==> config.mk <==
export PLATFORM = sky130hd
export DESIGN_NAME = framed_crc16_append_check
export DESIGN_NICKNAME = d
export VERILOG_FILES = /design/src/rtl/core/fcrc_pkg.sv /design/src/rtl/core/fcrc_frame.sv /design/src/rtl/core/fcrc_emit.sv /design/src/rtl/core/framed_crc16_append_check.sv
export SDC_FILE = /design/constraint.sdc
export NUM_CORES = 1
export LEC_CHECK = 0
export BUFFER_PORTS_ARGS = -buffer_cell sky130_fd_sc_hd__buf_2
export CAP_MARGIN = 5
export CORE_MARGIN = 2
export CORE_UTILIZATION = 65
export CTS_BUF_LIST = sky130_fd_sc_hd__clkbuf_8
export CTS_CLUSTER_DIAMETER = 100
export DETAILED_ROUTE_END_ITERATION = 6
export PLACE_DENSITY = 0.94
export SLEW_MARGIN = 20
export SYNTH_ARGS = -nofsm -noshare
export SYNTH_HDL_FRONTEND = slang
export SYNTH_SLANG_ARGS = --single-unit
==> constraint.sdc <==
create_clock -name clk -period 7.2 [get_ports clk]
set_input_delay 0.72 -clock clk [delete_from_list [all_inputs] [get_ports clk]]
set_output_delay 0.72 -clock clk [all_outputs]
set_load 0.1 [all_outputs]
==> src/rtl/core/fcrc_pkg.sv <==
// Shared types, constants and the byte-wide CRC step for the framed CRC-16 block.
package fcrc_pkg;

  localparam logic [15:0] CRC_PRESET_RST = 16'hFFFF;
  localparam logic [15:0] CRC_POLY_RST   = 16'h8408;

  localparam logic REG_PRESET = 1'b0;
  localparam logic REG_POLY   = 1'b1;

  localparam logic FUNC_CHECK    = 1'b0;
  localparam logic FUNC_GENERATE = 1'b1;

  typedef enum logic [1:0] {
    RES_ECHO   = 2'd0,
    RES_CRC_LO = 2'd1,
    RES_CRC_HI = 2'd2
  } res_sel_t;

  // Results caused by one item: the echoed byte alone, or the echo followed
  // by the two CRC bytes when triple is set.
  typedef struct packed {
    logic [7:0]  data;
    logic [15:0] crc;
    logic        triple;
    logic        fend;
    logic        ok;
    logic        lerr;
  } grp_t;

  function automatic logic [15:0] crc_byte(input logic [15:0] c, input logic [7:0] b,
                                           input logic [15:0] poly);
    logic [15:0] v;
    v = c ^ {8'h00, b};
    for (int i = 0; i < 8; i++) begin
      if (v[0]) begin
        v = (v >> 1) ^ poly;
      end else begin
        v = v >> 1;
      end
    end
    return v;
  endfunction

endpackage

==> src/rtl/core/fcrc_frame.sv <==
// Frame tracking state and CRC datapath; builds the result group for each item.
module fcrc_frame (
  input  logic               clk,
  input  logic               rst_n,
  input  logic               move,
  input  logic               func,
  input  logic [7:0]         data_byte,
  input  logic [15:0]        crc_preset,
  input  logic [15:0]        crc_polynomial,
  output fcrc_pkg::grp_t     grp
);

  logic [15:0] crc_r, crc_nxt;
  logic [7:0]  left_r, left_nxt;
  logic        in_frame_r, in_frame_nxt;
  logic        mode_r, mode_nxt;
  logic [7:0]  rcl_r, rcl_nxt;
  logic [15:0] crc_new;

  assign crc_new = fcrc_pkg::crc_byte(in_frame_r ? crc_r : crc_preset, data_byte,
                                      crc_polynomial);

  always_comb begin
    crc_nxt      = crc_r;
    left_nxt     = left_r;
    in_frame_nxt = in_frame_r;
    mode_nxt     = mode_r;
    rcl_nxt      = rcl_r;
    grp.data     = data_byte;
    grp.crc      = crc_new;
    grp.triple   = 1'b0;
    grp.fend     = 1'b0;
    grp.ok       = 1'b0;
    grp.lerr     = 1'b0;
    if (!in_frame_r) begin
      if (data_byte < 8'd2) begin
        grp.fend     = 1'b1;
        grp.lerr     = 1'b1;
        in_frame_nxt = 1'b0;
        left_nxt     = 8'd0;
      end else begin
        mode_nxt = func;
        crc_nxt  = crc_new;
        if (func == fcrc_pkg::FUNC_GENERATE && data_byte == 8'd2) begin
          grp.triple   = 1'b1;
          grp.fend     = 1'b1;
          in_frame_nxt = 1'b0;
          left_nxt     = 8'd0;
        end else begin
          in_frame_nxt = 1'b1;
          left_nxt     = (func == fcrc_pkg::FUNC_GENERATE) ? data_byte - 8'd2 : data_byte;
        end
      end
    end else if (mode_r == fcrc_pkg::FUNC_GENERATE) begin
      crc_nxt = crc_new;
      if (left_r > 8'd1) begin
        left_nxt = left_r - 8'd1;
      end else begin
        grp.triple   = 1'b1;
        grp.fend     = 1'b1;
        in_frame_nxt = 1'b0;
        left_nxt     = 8'd0;
      end
    end else begin
      if (left_r > 8'd2) begin
        crc_nxt  = crc_new;
        left_nxt = left_r - 8'd1;
      end else if (left_r == 8'd2) begin
        rcl_nxt  = data_byte;
        left_nxt = 8'd1;
      end else begin
        grp.fend     = 1'b1;
        grp.ok       = (rcl_r == crc_r[7:0]) && (data_byte == crc_r[15:8]);
        in_frame_nxt = 1'b0;
        left_nxt     = 8'd0;
      end
    end
  end

  always_ff @(posedge clk) begin
    if (!rst_n) begin
      crc_r      <= fcrc_pkg::CRC_PRESET_RST;
      left_r     <= 8'd0;
      in_frame_r <= 1'b0;
      mode_r     <= 1'b0;
      rcl_r      <= 8'd0;
    end else if (move) begin
      crc_r      <= crc_nxt;
      left_r     <= left_nxt;
      in_frame_r <= in_frame_nxt;
      mode_r     <= mode_nxt;
      rcl_r      <= rcl_nxt;
    end
  end

endmodule

==> src/rtl/core/fcrc_emit.sv <==
// Holds one result group; hands out its items one per cycle while out_ready is high.
module fcrc_emit (
  input  logic            clk,
  input  logic            rst_n,
  input  logic            load,
  input  fcrc_pkg::grp_t  grp_in,
  output logic            can_load,
  output logic            out_valid,
  input  logic            out_ready,
  output logic [7:0]      out_out_byte,
  output logic            out_is_crc_byte,
  output logic            out_frame_end,
  output logic            out_crc_ok,
  output logic            out_length_error,
  output logic            out_run_last
);

  logic               grp_v_r;
  fcrc_pkg::grp_t     grp_r;
  fcrc_pkg::res_sel_t idx_r;
  logic               last;
  logic               fire;
  logic               done;

  assign last      = !grp_r.triple || idx_r == fcrc_pkg::RES_CRC_HI;
  assign out_valid = grp_v_r;
  assign fire      = grp_v_r && out_ready;
  assign done      = fire && last;
  assign can_load  = !grp_v_r || done;

  always_comb begin
    out_frame_end    = grp_r.fend && last;
    out_crc_ok       = grp_r.ok && last;
    out_length_error = grp_r.lerr;
    out_run_last     = last;
    case (idx_r)
      fcrc_pkg::RES_ECHO: begin
        out_out_byte    = grp_r.data;
        out_is_crc_byte = 1'b0;
      end
      fcrc_pkg::RES_CRC_LO: begin
        out_out_byte    = grp_r.crc[7:0];
        out_is_crc_byte = 1'b1;
      end
      fcrc_pkg::RES_CRC_HI: begin
        out_out_byte    = grp_r.crc[15:8];
        out_is_crc_byte = 1'b1;
      end
      default: begin
        out_out_byte    = grp_r.data;
        out_is_crc_byte = 1'b0;
      end
    endcase
  end

  always_ff @(posedge clk) begin
    if (!rst_n) begin
      grp_v_r <= 1'b0;
      idx_r   <= fcrc_pkg::RES_ECHO;
    end else if (load) begin
      grp_v_r <= 1'b1;
      idx_r   <= fcrc_pkg::RES_ECHO;
    end else if (done) begin
      grp_v_r <= 1'b0;
    end else if (fire) begin
      idx_r   <= (idx_r == fcrc_pkg::RES_ECHO) ? fcrc_pkg::RES_CRC_LO : fcrc_pkg::RES_CRC_HI;
    end
  end

  always_ff @(posedge clk) begin
    if (load) begin
      grp_r <= grp_in;
    end
  end

  a_crc_byte_clean: assert property (@(posedge clk) disable iff (!rst_n)
    out_valid && out_is_crc_byte |-> !out_crc_ok && !out_length_error)
    else $error("CRC byte carries a check or length flag");

  a_end_is_last: assert property (@(posedge clk) disable iff (!rst_n)
    out_valid && out_frame_end |-> out_run_last)
    else $error("Frame end on an item that is not the last of its group");

  a_lerr_ends: assert property (@(posedge clk) disable iff (!rst_n)
    out_valid && out_length_error |-> out_frame_end && !out_is_crc_byte)
    else $error("Length error without a frame end");

  a_idx_range: assert property (@(posedge clk) disable iff (!rst_n)
    grp_v_r && !grp_r.triple |-> idx_r == fcrc_pkg::RES_ECHO)
    else $error("Single-item group advanced past its echo");

endmodule

==> src/rtl/core/framed_crc16_append_check.sv <==
// Top level of the framed CRC-16 appender and checker with its register port.
// The block accepts one byte item per clock cycle while the result register can
// take it. Every byte yields one result item, except the final byte of a
// generate-mode frame (or a generate-mode length byte of two), which yields three:
// the echo, then the CRC low and high bytes, which hold the single result register
// until all are taken before the next group can enter. The CRC of a byte is
// worked out combinationally between the input register and the result register;
// an item passes both, the latter once it is free, before its first result is offered.
// crc_preset is loaded at each length byte; crc_polynomial applies at once.
module framed_crc16_append_check (
  input  logic        clk,
  input  logic        rst_n,
  input  logic        in_valid,
  output logic        in_ready,
  input  logic        in_func,
  input  logic [7:0]  in_data_byte,
  output logic        out_valid,
  input  logic        out_ready,
  output logic [7:0]  out_out_byte,
  output logic        out_is_crc_byte,
  output logic        out_frame_end,
  output logic        out_crc_ok,
  output logic        out_length_error,
  output logic        out_run_last,
  input  logic        psel,
  input  logic        penable,
  input  logic        pwrite,
  input  logic [2:0]  paddr,
  input  logic [31:0] pwdata,
  output logic [31:0] prdata,
  output logic        pready
);

  logic           in_v_r;
  logic           func_r;
  logic [7:0]     byte_r;
  logic [15:0]    preset_r;
  logic [15:0]    poly_r;
  logic           can_load;
  logic           move;
  logic           reg_wr;
  fcrc_pkg::grp_t grp;

  assign pready   = 1'b1;
  assign reg_wr   = psel && penable && pwrite && pready;
  assign move     = in_v_r && can_load;
  assign in_ready = !in_v_r || move;

  always_comb begin
    case (paddr[2])
      fcrc_pkg::REG_PRESET: prdata = {16'h0000, preset_r};
      fcrc_pkg::REG_POLY:   prdata = {16'h0000, poly_r};
      default:              prdata = 32'h0000_0000;
    endcase
  end

  always_ff @(posedge clk) begin
    if (!rst_n) begin
      preset_r <= fcrc_pkg::CRC_PRESET_RST;
      poly_r   <= fcrc_pkg::CRC_POLY_RST;
    end else if (reg_wr) begin
      if (paddr[2] == fcrc_pkg::REG_PRESET) begin
        preset_r <= pwdata[15:0];
      end else begin
        poly_r   <= pwdata[15:0];
      end
    end
  end

  always_ff @(posedge clk) begin
    if (!rst_n) begin
      in_v_r <= 1'b0;
    end else if (in_ready) begin
      in_v_r <= in_valid;
    end
  end

  always_ff @(posedge clk) begin
    if (in_valid && in_ready) begin
      func_r <= in_func;
      byte_r <= in_data_byte;
    end
  end

  fcrc_frame u_frame (
    .clk            (clk),
    .rst_n          (rst_n),
    .move           (move),
    .func           (func_r),
    .data_byte      (byte_r),
    .crc_preset     (preset_r),
    .crc_polynomial (poly_r),
    .grp            (grp)
  );

  fcrc_emit u_emit (
    .clk              (clk),
    .rst_n            (rst_n),
    .load             (move),
    .grp_in           (grp),
    .can_load         (can_load),
    .out_valid        (out_valid),
    .out_ready        (out_ready),
    .out_out_byte     (out_out_byte),
    .out_is_crc_byte  (out_is_crc_byte),
    .out_frame_end    (out_frame_end),
    .out_crc_ok       (out_crc_ok),
    .out_length_error (out_length_error),
    .out_run_last     (out_run_last)
  );

endmodule

==> results.md, run 1 <==
STA:
- The clock skew after layout is 0.009006 ns.
- The number of endpoints with negative hold slack in the final report is 0.
- Setup total negative slack on the finished layout was measured at 0 ns.
- Setup repair after global routing left no endpoint under its margin.
- The number of pins with negative max-slew slack in the final report is 0.
- The worst path uses 70.88% of the clock period.
- For the pin with the worst max-slew slack, the measured transition is 0.9753 ns.
- The remaining max-slew budget at the tightest pin is 34.59%.
- The clock period could shrink to 5.103 ns.
- Static timing analysis puts the maximum clock frequency at 196.0 MHz.
- Setup violations remaining at the end of the flow were counted as 0.

Clock network:
- The count of hold-fix buffers inserted at cts is 0.
- The post-CTS setup repair buffer count is 0.
- Counting every sink on the clock net gives 107.
- In this run, CTS created clock tree buffers numbering 9.
- The maximum count of clock buffers along a single path is 2.
- The H-tree was split into 3 levels.
- After clock tree synthesis, the clock-pin slew on the worst setup and hold paths is 0.11 ns.
- The root buffer cell chosen for the clock tree is sky130_fd_sc_hd__clkbuf_8.
- The clock insertion delay at the later pin of the skew report is 0.39 ns.
- TritonCTS built the clock tree.
- The post-cts resize count is 0.

Floorplan:
- Pin placement for this block handled 99 I/O pins.
- The die outline height is 112.1 um.
- The starting utilization of the core area is 66.50%.
- The floorplan step defined a die boundary enclosing 12560 sq um.
- The x dimension of the die is 112.1 um.
- The placeable core area is 11420 sq um.
- The site row count is 39.

Synthesis:
- Of the post-synthesis cell area, the part taken by muxes is 6.393%.
- The fraction of the mapped netlist area in compound gates is 13.31%.
- The most used flip-flop cell after synthesis is sky130_fd_sc_hd__dfxtp_1.
- The synthesized netlist devotes 1.153% of its cell area to adder and majority cells.
- The total number of yosys warnings is 0.
- The post-synthesis sequential element count is 107.
- In the synthesized netlist the async set-or-reset flop fraction comes to 0%.
- The number of synthesized flops with an enable pin is 37.
- The mapped cell area is 7594 sq um.
- Summing the areas of all xor and xnor instances in the mapped netlist gives 19.49% of the synthesized area.
- The synthesized area divided by synthesized cell count is 8.861 sq um.
- The share of the yosys chip area belonging to registers is 33.09%.
- After synthesis, the largest family of logic cells by area is simple AND/OR/NAND/NOR gates.
- Summing the areas of all and, or, nand and nor instances in the mapped netlist gives 19.84% of the synthesized area.
- The synthesized netlist contains 74 unique library cells.
- After technology mapping, the gate count stands at 857.

Worst setup path:
- The worst-path maximum fanout is 15.
- The worst setup path is of the reg -> reg kind.
- The delay of the slowest cell on the worst path is 0.84 ns.
- The start point of the critical path is byte_r[1].
- The number of cells on the worst reg-to-reg path is 12.
- The endpoint class of the critical path is a register.
- The required arrival time at the worst endpoint is 7.51 ns.
- The source of the worst register-to-register timing path is byte_r[1].
- The critical path data arrival time is 5.42 ns.
- Counting both buffers and inverters, the worst setup path holds a total of 0.
- In this run the number of cells on the critical path is 12.
- In this run the critical register-to-register path is captured at u_frame.crc_r[9].
- Walking the worst path, the cells encountered are xnor2_2, o22ai_1, a32o_1, xor2_2, xnor2_1, nand2_1, xnor2_1, xnor3_1, or3_4, a21boi_1, xor3_1, o211ai_1.
- The startpoint type of the worst setup path is a register.
- For flop-to-flop paths, the worst setup slack is 2.10 ns.
- In this design, the critical path's most frequently occurring cell is sky130_fd_sc_hd__xnor2_1.
- In this run the worst setup path terminates at u_frame.crc_r[9].
- The kind of cell adding the most delay to the critical path is XOR/XNOR gates.
- The slowest stage cell on the critical path is sky130_fd_sc_hd__xnor2_1.

Drt:
- The first detailed-routing pass took 5 iterations.
- Dividing the detail-routed wire length by the instance count gives 18.04 um.
- The sum of routed wire length over all layers is 18330 um.
- After detailed routing, the number of remaining DRC violations is 0.
- The detailed-route vias per instance is 6.112.
- The total via count in the routed design is 6210.
- The violation count after the first detailed-routing iteration is 610.
- The remaining number of nets flagged by the antenna check after routing is 0.

Global routing:
- Entering global routing, the biggest net connects 72 pins.
- The remaining global-route overflow is 0.
- The number of antenna violations at the first check in global routing was 0.
- Global routing used 5.940% of the available met3 tracks.
- The met1 track demand over resource is 39.87%.
- The via count of the first global-routing pass is 5774.
- The wire length of the first global-routing pass is 29300 um.
- In the global route stage, met2 resource usage came out at 44.58%.
- The most congested layer reported by global routing is met2.
- In the global route stage, overall resource usage came out at 29.25%.

Layout:
- The share of the core filled with cells in the final layout is 69.83%.
- The filler cell count in the final layout is 822.
- The relative area change from synthesis to final layout is 5.009%.
- At the end of the flow, the number of nets in the layout was 926.
- The share of layout cells above drive strength 1 is 15.01%.
- The antenna diode count is 0.

Placement:
- Routability-driven placement finished with a final weighted congestion of 0.9344.
- The wire-length estimate of the detail-placed layout is 13160 um.
- Port buffering added 63 buffers.

Run:
- The max-capacitance violation count is 0.

Outcome:
- The run finished with clean final reports.

Min path:
- The path class of the tightest hold or removal check is in -> reg.

Power and ir drop:
- In this run the power density over the cells is 219.3 nW/um^2.
- For this design the static power due to leakage is 3.028 nW.
- The design draws 0.001749 W.
- The peak ir drop on the vdd network is 0.2194 mV.
## per-stage QoR
stage	instance area (sq um)	worst slack, ns	hold slack (ns)	instances
after floorplan	7650	3.127	0.4206	872
after global placement	7761	2.308	0.4655	1000
after detailed placement	7761	2.183	0.4898	1000
after CTS	7969	2.177	0.4769	1016
after global routing	7974	1.794	0.4774	1016
final	7974	2.097	0.5009	1016
## cell type report
type	count	area (sq um)	area share, %
timing repair buffer	69	360.3	4.519
sequential	107	2512	31.51
clock inverter	7	83.83	1.051
multi-input combinational	661	4639	58.18
inverter	20	75.07	0.9415
tap	143	178.9	2.244
clock buffer	9	123.9	1.553
## worst min-delay path by stage
stage | from | end | slack (ns) | depth (start not counted)
global placement | preset_r[9] | preset_r[9] | 0.47 | 2
CTS | in_data_byte[5] | byte_r[5] | 0.48 | 1
finish | in_data_byte[3] | byte_r[3] | 0.50 | 1
global route | in_data_byte[3] | byte_r[3] | 0.48 | 1
detailed placement | preset_r[10] | preset_r[10] | 0.49 | 2
floorplan | byte_r[0] | u_emit.grp_r[20] | 0.42 | 0
## Yosys cell counts, drive strengths merged, types with 2 or more instances
master | number | area (sq um)
clkbuf | 45 | 168.9
or3 | 4 | 30.03
o32ai | 2 | 17.52
inv | 20 | 75.07
and3 | 5 | 36.28
o211ai | 10 | 80.07
xnor2 | 101 | 914.6
mux2i | 28 | 305.3
dfxtp | 70 | 1401
nand3b | 10 | 75.07
or2 | 3 | 18.77
and4 | 2 | 17.52
nand4b | 2 | 17.52
nand2 | 157 | 591.8
nor2 | 36 | 137.6
nand3 | 27 | 135.1
ha | 7 | 87.58
xor3 | 5 | 118.9
a21oi | 27 | 157.6
conb | 2 | 7.510
mux2 | 16 | 180.2
o22ai | 8 | 50.05
o211a | 4 | 40.04
nor2b | 17 | 106.4
nor3 | 17 | 95.09
a32oi | 5 | 51.30
o21a | 15 | 112.6
buf | 39 | 259.0
or4 | 4 | 33.78
xnor3 | 11 | 247.7
nor4 | 7 | 58.81
nor3b | 3 | 22.52
a22oi | 13 | 97.59
nand4 | 5 | 31.28
xor2 | 21 | 198.9
a21boi | 23 | 183.9
and2 | 8 | 50.05
nand2b | 5 | 31.28
a32o | 2 | 20.02
o21ai | 21 | 105.1
edfxtp | 37 | 1111
## kinds of logic (layout without fill, tap and decap cells)
group | Yosys count | count (layout)
muxes | 44 | 44
AOI/OAI and AO/OA | 141 | 141
DFF | 107 | 107
other | 2 | 17
and+or+nand+nor | 314 | 314
xor gates and xnor gates | 138 | 138
buffers and inverters | 104 | 105
adders and majority gates | 7 | 7
## worst reg2reg max path: stages, from the launching register on
cell,delay (ns)
sky130_fd_sc_hd__edfxtp_1,0.61
sky130_fd_sc_hd__xnor2_2,0.72
sky130_fd_sc_hd__o22ai_1,0.18
sky130_fd_sc_hd__a32o_1,0.30
sky130_fd_sc_hd__xor2_2,0.22
sky130_fd_sc_hd__xnor2_1,0.84
sky130_fd_sc_hd__nand2_1,0.16
sky130_fd_sc_hd__xnor2_1,0.25
sky130_fd_sc_hd__xnor3_1,0.40
sky130_fd_sc_hd__or3_4,0.48
sky130_fd_sc_hd__a21boi_1,0.22
sky130_fd_sc_hd__xor3_1,0.47
sky130_fd_sc_hd__o211ai_1,0.18
## cell usage in the layout, fill, tap and decap left out, drive strengths merged, types with 15 or more instances in the layout
| cell | netlist | routed |
|---|---|---|
| a21oi | 27 | 27 |
| o21a | 15 | 15 |
| nand2 | 157 | 157 |
| nor2 | 36 | 36 |
| xnor2 | 101 | 101 |
| dfxtp | 70 | 70 |
| o21ai | 21 | 21 |
| xor2 | 21 | 21 |
| edfxtp | 37 | 37 |
| mux2i | 28 | 28 |
| nand3 | 27 | 27 |
| nor3 | 17 | 17 |
| conb | 2 | 17 |
| nor2b | 17 | 17 |
| buf | 39 | 69 |
| a21boi | 23 | 23 |
| inv | 20 | 22 |
| mux2 | 16 | 16 |
## flip-flops by register name (all words and copies together), names as in the netlist
| name | count |
|---|---|
| u_emit.grp_r | 27 |
| poly_r | 16 |
| preset_r | 16 |
| u_frame.crc_r | 16 |
| byte_r | 8 |
| u_frame.left_r | 8 |
| u_frame.rcl_r | 8 |
| u_emit.idx_r | 2 |
| func_r | 1 |
| in_v_r | 1 |
| u_emit.out_length_error | 1 |
| u_emit.out_valid | 1 |
| u_frame.in_frame_r | 1 |
| u_frame.mode_r | 1 |
## metal layers
layer / routed length, um / part of all wire, % / vias to the layer above
met3: 1725 / 9.4 / 52
met4: 786 / 4.3 / 0
met2: 8420 / 46 / 364
met5: 0 / 0 / -
met1: 7399 / 40 / 2869
li1: - / - / 2925
## power breakdown
group | switching (W) | leakage, nW | total, W | internal [W]
combinational | 0.000402 | 2.00 | 0.000643 | 0.000240
sequential | 0.0000481 | 0.923 | 0.000726 | 0.000677
clock | 0.000215 | 0.102 | 0.000381 | 0.000166
Note: power is estimated with default switching activity, not from simulation.
==> run 2, diff against run 1 <==
--- a/config.mk
+++ b/config.mk
@@ -8,11 +8,11 @@
 export BUFFER_PORTS_ARGS = -buffer_cell sky130_fd_sc_hd__buf_2
 export CAP_MARGIN = 5
 export CORE_MARGIN = 2
-export CORE_UTILIZATION = 65
+export CORE_UTILIZATION = 55
 export CTS_BUF_LIST = sky130_fd_sc_hd__clkbuf_8
 export CTS_CLUSTER_DIAMETER = 100
 export DETAILED_ROUTE_END_ITERATION = 6
-export PLACE_DENSITY = 0.94
+export PLACE_DENSITY = 0.86
 export SLEW_MARGIN = 20
 export SYNTH_ARGS = -nofsm -noshare
 export SYNTH_HDL_FRONTEND = slang
==> constraint.sdc (replaced) <==
create_clock -name clk -period 4.5 [get_ports clk]
set_input_delay 0.45 -clock clk [delete_from_list [all_inputs] [get_ports clk]]
set_output_delay 0.45 -clock clk [all_outputs]
set_load 0.1 [all_outputs]
==> run 2 against run 1 <==
  * Sequential cell count unchanged
  * Via count is 1.4% higher
  * Sequential share of layout area shrank 1.0 points
  * Worst setup slack lost 1.9 ns
  * Combinational power grew 71%
  * Design area grew 3.5%
  * Routed wire length up 4.2%
  * Fmax grew 18%
  * Die area up 18%
  * Critical path depth grew 2
  * Power is 65% higher
==> results.md, run 2 (synthesis results as in run 1) <==
Outcome:
- The run finished with clean final reports.

Worst setup path:
- Traced cell by cell, the critical path runs through mux2i_4, xnor2_2, buf_4, o22ai_1, a32o_1, xor2_4, nor3_1, or4_4, nand3_1, xnor3_1, or3_4, a21boi_1, xor3_1, o211ai_1.
- The delay of the slowest cell on the worst path is 0.53 ns.
- The critical path buffer and inverter count is 1.
- At the worst endpoint, the arrival time is 4.63 ns.
- The startpoint type of the worst setup path is a register.
- STA classifies the critical path endpoint as a register.
- The class of the most critical setup path is reg -> reg.
- On the critical path, the stage with the largest delay is an instance of sky130_fd_sc_hd__or4_4.
- The required arrival time at the worst endpoint is 4.81 ns.
- The cell family contributing the most delay on the critical path is XOR/XNOR gates.
- Along the worst path, the maximum fanout reaches 14.

Clock network:
- Clock latency on the worst-skew pair, taken at its later pin, is 0.39 ns.
- In this run the clock root is driven by a sky130_fd_sc_hd__clkbuf_8.
- For this design, the CTS-stage hold fixing added 0 buffers.
- The clock buffer count from CTS is 9.
- The tree built by TritonCTS fans out to 107 sinks.
- The deepest level of the CTS H-tree is 3.
- The clock-pin slew on the worst setup and hold paths is 0.11 ns.
- TritonCTS built the clock tree.
- The clock passes through at most 2 buffers.

Drt:
- The detailed-route vias per instance is 5.884.
- The detailed router finished its first iteration with 691 violations.
- In the routed design, unresolved DRC markers number 0.
- The detailed-routing wirelength on met1 is 7950 um.
- The topmost layer with routed signal wires is met4.
- The detailed-route wire length per cell is 17.84 um.
- The detail route stage leaves a number of antenna-violating nets equal to 0.
- The total via count in the routed design is 6296.
- Detailed routing placed a total of 9178 um of wire on met2.
- After detailed routing, the met3 layer carries 1484 um of wire.
- The sum of routed wire length over all layers is 19090 um.
- The count of TritonRoute iterations in the first routing pass is 6.

Placement:
- The HPWL after detailed placement is 13880 um.
- The final weighted congestion in routability-driven placement is 0.9610.
- During placement, the flow inserted port buffers numbering 63.
- Prior to clock tree synthesis, the placed netlist has a worst setup slack of 0.03065 ns.

Global routing:
- The first global-routing pass estimated 30190 um of wire.
- Entering global routing, the biggest net connects 72 pins.
- The number of antenna violations at the first check in global routing came to 0.
- Global routing finished with a remaining overflow of 0.
- The via count of the first global-routing pass is 5792.
- For this run, the total global-route usage over all layers was measured as 26.20%.

Layout:
- The register with the most flip-flops is u_emit.grp_r.
- 0 antenna diodes ended up in the layout.
- The relative area change from synthesis to final layout is 8.634%.
- The library cells used most frequently in the layout, excluding fill and tap cells, are sky130_fd_sc_hd__nand2_1 (156), sky130_fd_sc_hd__xnor2_1 (93), sky130_fd_sc_hd__dfxtp_1 (69), sky130_fd_sc_hd__buf_2 (63), sky130_fd_sc_hd__edfxtp_1 (37).
- The number of flip-flops in the largest register is 27.
- The leading cell type in the layout, fill and taps excluded is sky130_fd_sc_hd__nand2_1.
- In the final design database the tool counted 947 nets.
- The share of layout cells above drive strength 1 is 18.01%.

STA:
- The final-layout setup total negative slack is 0 ns.
- Timing would allow up to 231.5 MHz.
- The post-route fraction of the period consumed by the critical path is 95.99%.
- Setup repair after global routing left no endpoint under its margin.
- The number of endpoints with negative hold slack in the final report is 0.
- The number of pins with negative max-slew slack in the final report is 0.
- Setup violations remaining at the end of the flow were counted as 0.
- The tightest hold path in the finished design has a slack of 0.2253 ns.
- The smallest setup slack after layout is 0.1804 ns.
- At the pin with the least slew margin, the transition time is 0.7597 ns.
- The clock skew after layout is 0.02123 ns.
- The remaining max-slew budget at the tightest pin is 49.20%.
- Counting I/O delays and the setup requirement, the final critical path takes 4.320 ns.

Power and ir drop:
- The peak ir drop on the vdd network is 0.2129 mV.
- In this run the power density over the cells is 349.5 nW/um^2.
- The design draws 0.002883 W.
- The analysis attributes to cell leakage a power of 3.170 nW.

Floorplan:
- The starting utilization of the core area is 56.89%.
- The die outline height is 121.5 um.
- The initialized floorplan defines 42 standard-cell rows.
- The overall die area is 14760 sq um.
- The x dimension of the die is 121.5 um.
- 99 I/O pins were placed.
- In this run the standard cell core region covers 13350 sq um.

Run:
- Max-cap violations in this run came to 0.

Min path:
- The min-delay analysis places its worst path in the category in -> reg.
==> run 2: cell count changes in the layout (fill, tap and decap cells not counted), sizes merged <==
| cell | before | now |
|---|---|---|
| inv | 22 | 25 |
| clkinv | 3 | 1 |
| clkinvlp | 1 | 0 |
| buf | 69 | 90 |
==> run 2: worst paths after layout <==
kind | startpoint | endpoint | slack [ns] | cells past startpoint
worst max-delay path | preset_r[1] | u_frame.crc_r[11] | 0.18 | 14
worst min-delay path | in_data_byte[1] | byte_r[1] | 0.23 | 1
worst max register to register | preset_r[1] | u_frame.crc_r[11] | 0.18 | 14
worst min register to register | preset_r[9] | preset_r[9] | 0.49 | 2
==> run 2: per-layer routing <==
metal | GRT usage, % | up-vias
met5 | 0 | -
met4 | 9.195 | 0
met3 | 4.464 | 35
met2 | 42.63 | 351
met1 | 35.39 | 2951
li1 | - | 2959
==> run 2: what timing repair did <==
item / CTS / global route
pin swaps: 0 / 1
endpoints found under the setup margin: 1 / 28
setup buffers: 0 / 4
gates cloned: 0 / 0
gates resized for setup: 1 / 12
==> run 2: through the flow <==
| stage | instance area, sq um | instances | utilization [%] |
|---|---|---|---|
| floorplan | 7650 | 872 | - |
| global placement | 7930 | 1050 | 59.41 |
| detailed placement | 7930 | 1050 | 59.41 |
| CTS | 8140 | 1066 | 60.99 |
| global route | 8249 | 1070 | 61.80 |
| finish | 8249 | 1070 | 61.80 |
==> run 2: worst reg2reg max path: cells and delay by family, from the launching register on <==
kind	cells	cell delay (ns)
multiplexers	1	0.12
AO/OA/AOI/OAI	4	0.81
XOR/XNOR	4	1.32
buffers and inverters	1	0.26
flip-flops	1	0.51
AND/OR/NAND/NOR	4	1.23
==> run 2: where the power goes <==
part           internal [W]  total (W)  switching, W
clock              0.000269   0.000634      0.000366
combinational      0.000423    0.00110      0.000676
sequential          0.00108    0.00115     0.0000663
==> run 2: cell type report <==
type / count / area (sq um)
flip-flops and latches: 107 / 2514
clock inverters: 7 / 82.58
repair buffers: 90 / 521.8
fillers: 1096 / 5099
clock buffers: 9 / 123.9
well taps: 176 / 220.2
inverters: 20 / 75.07
multi-input cells: 661 / 4712
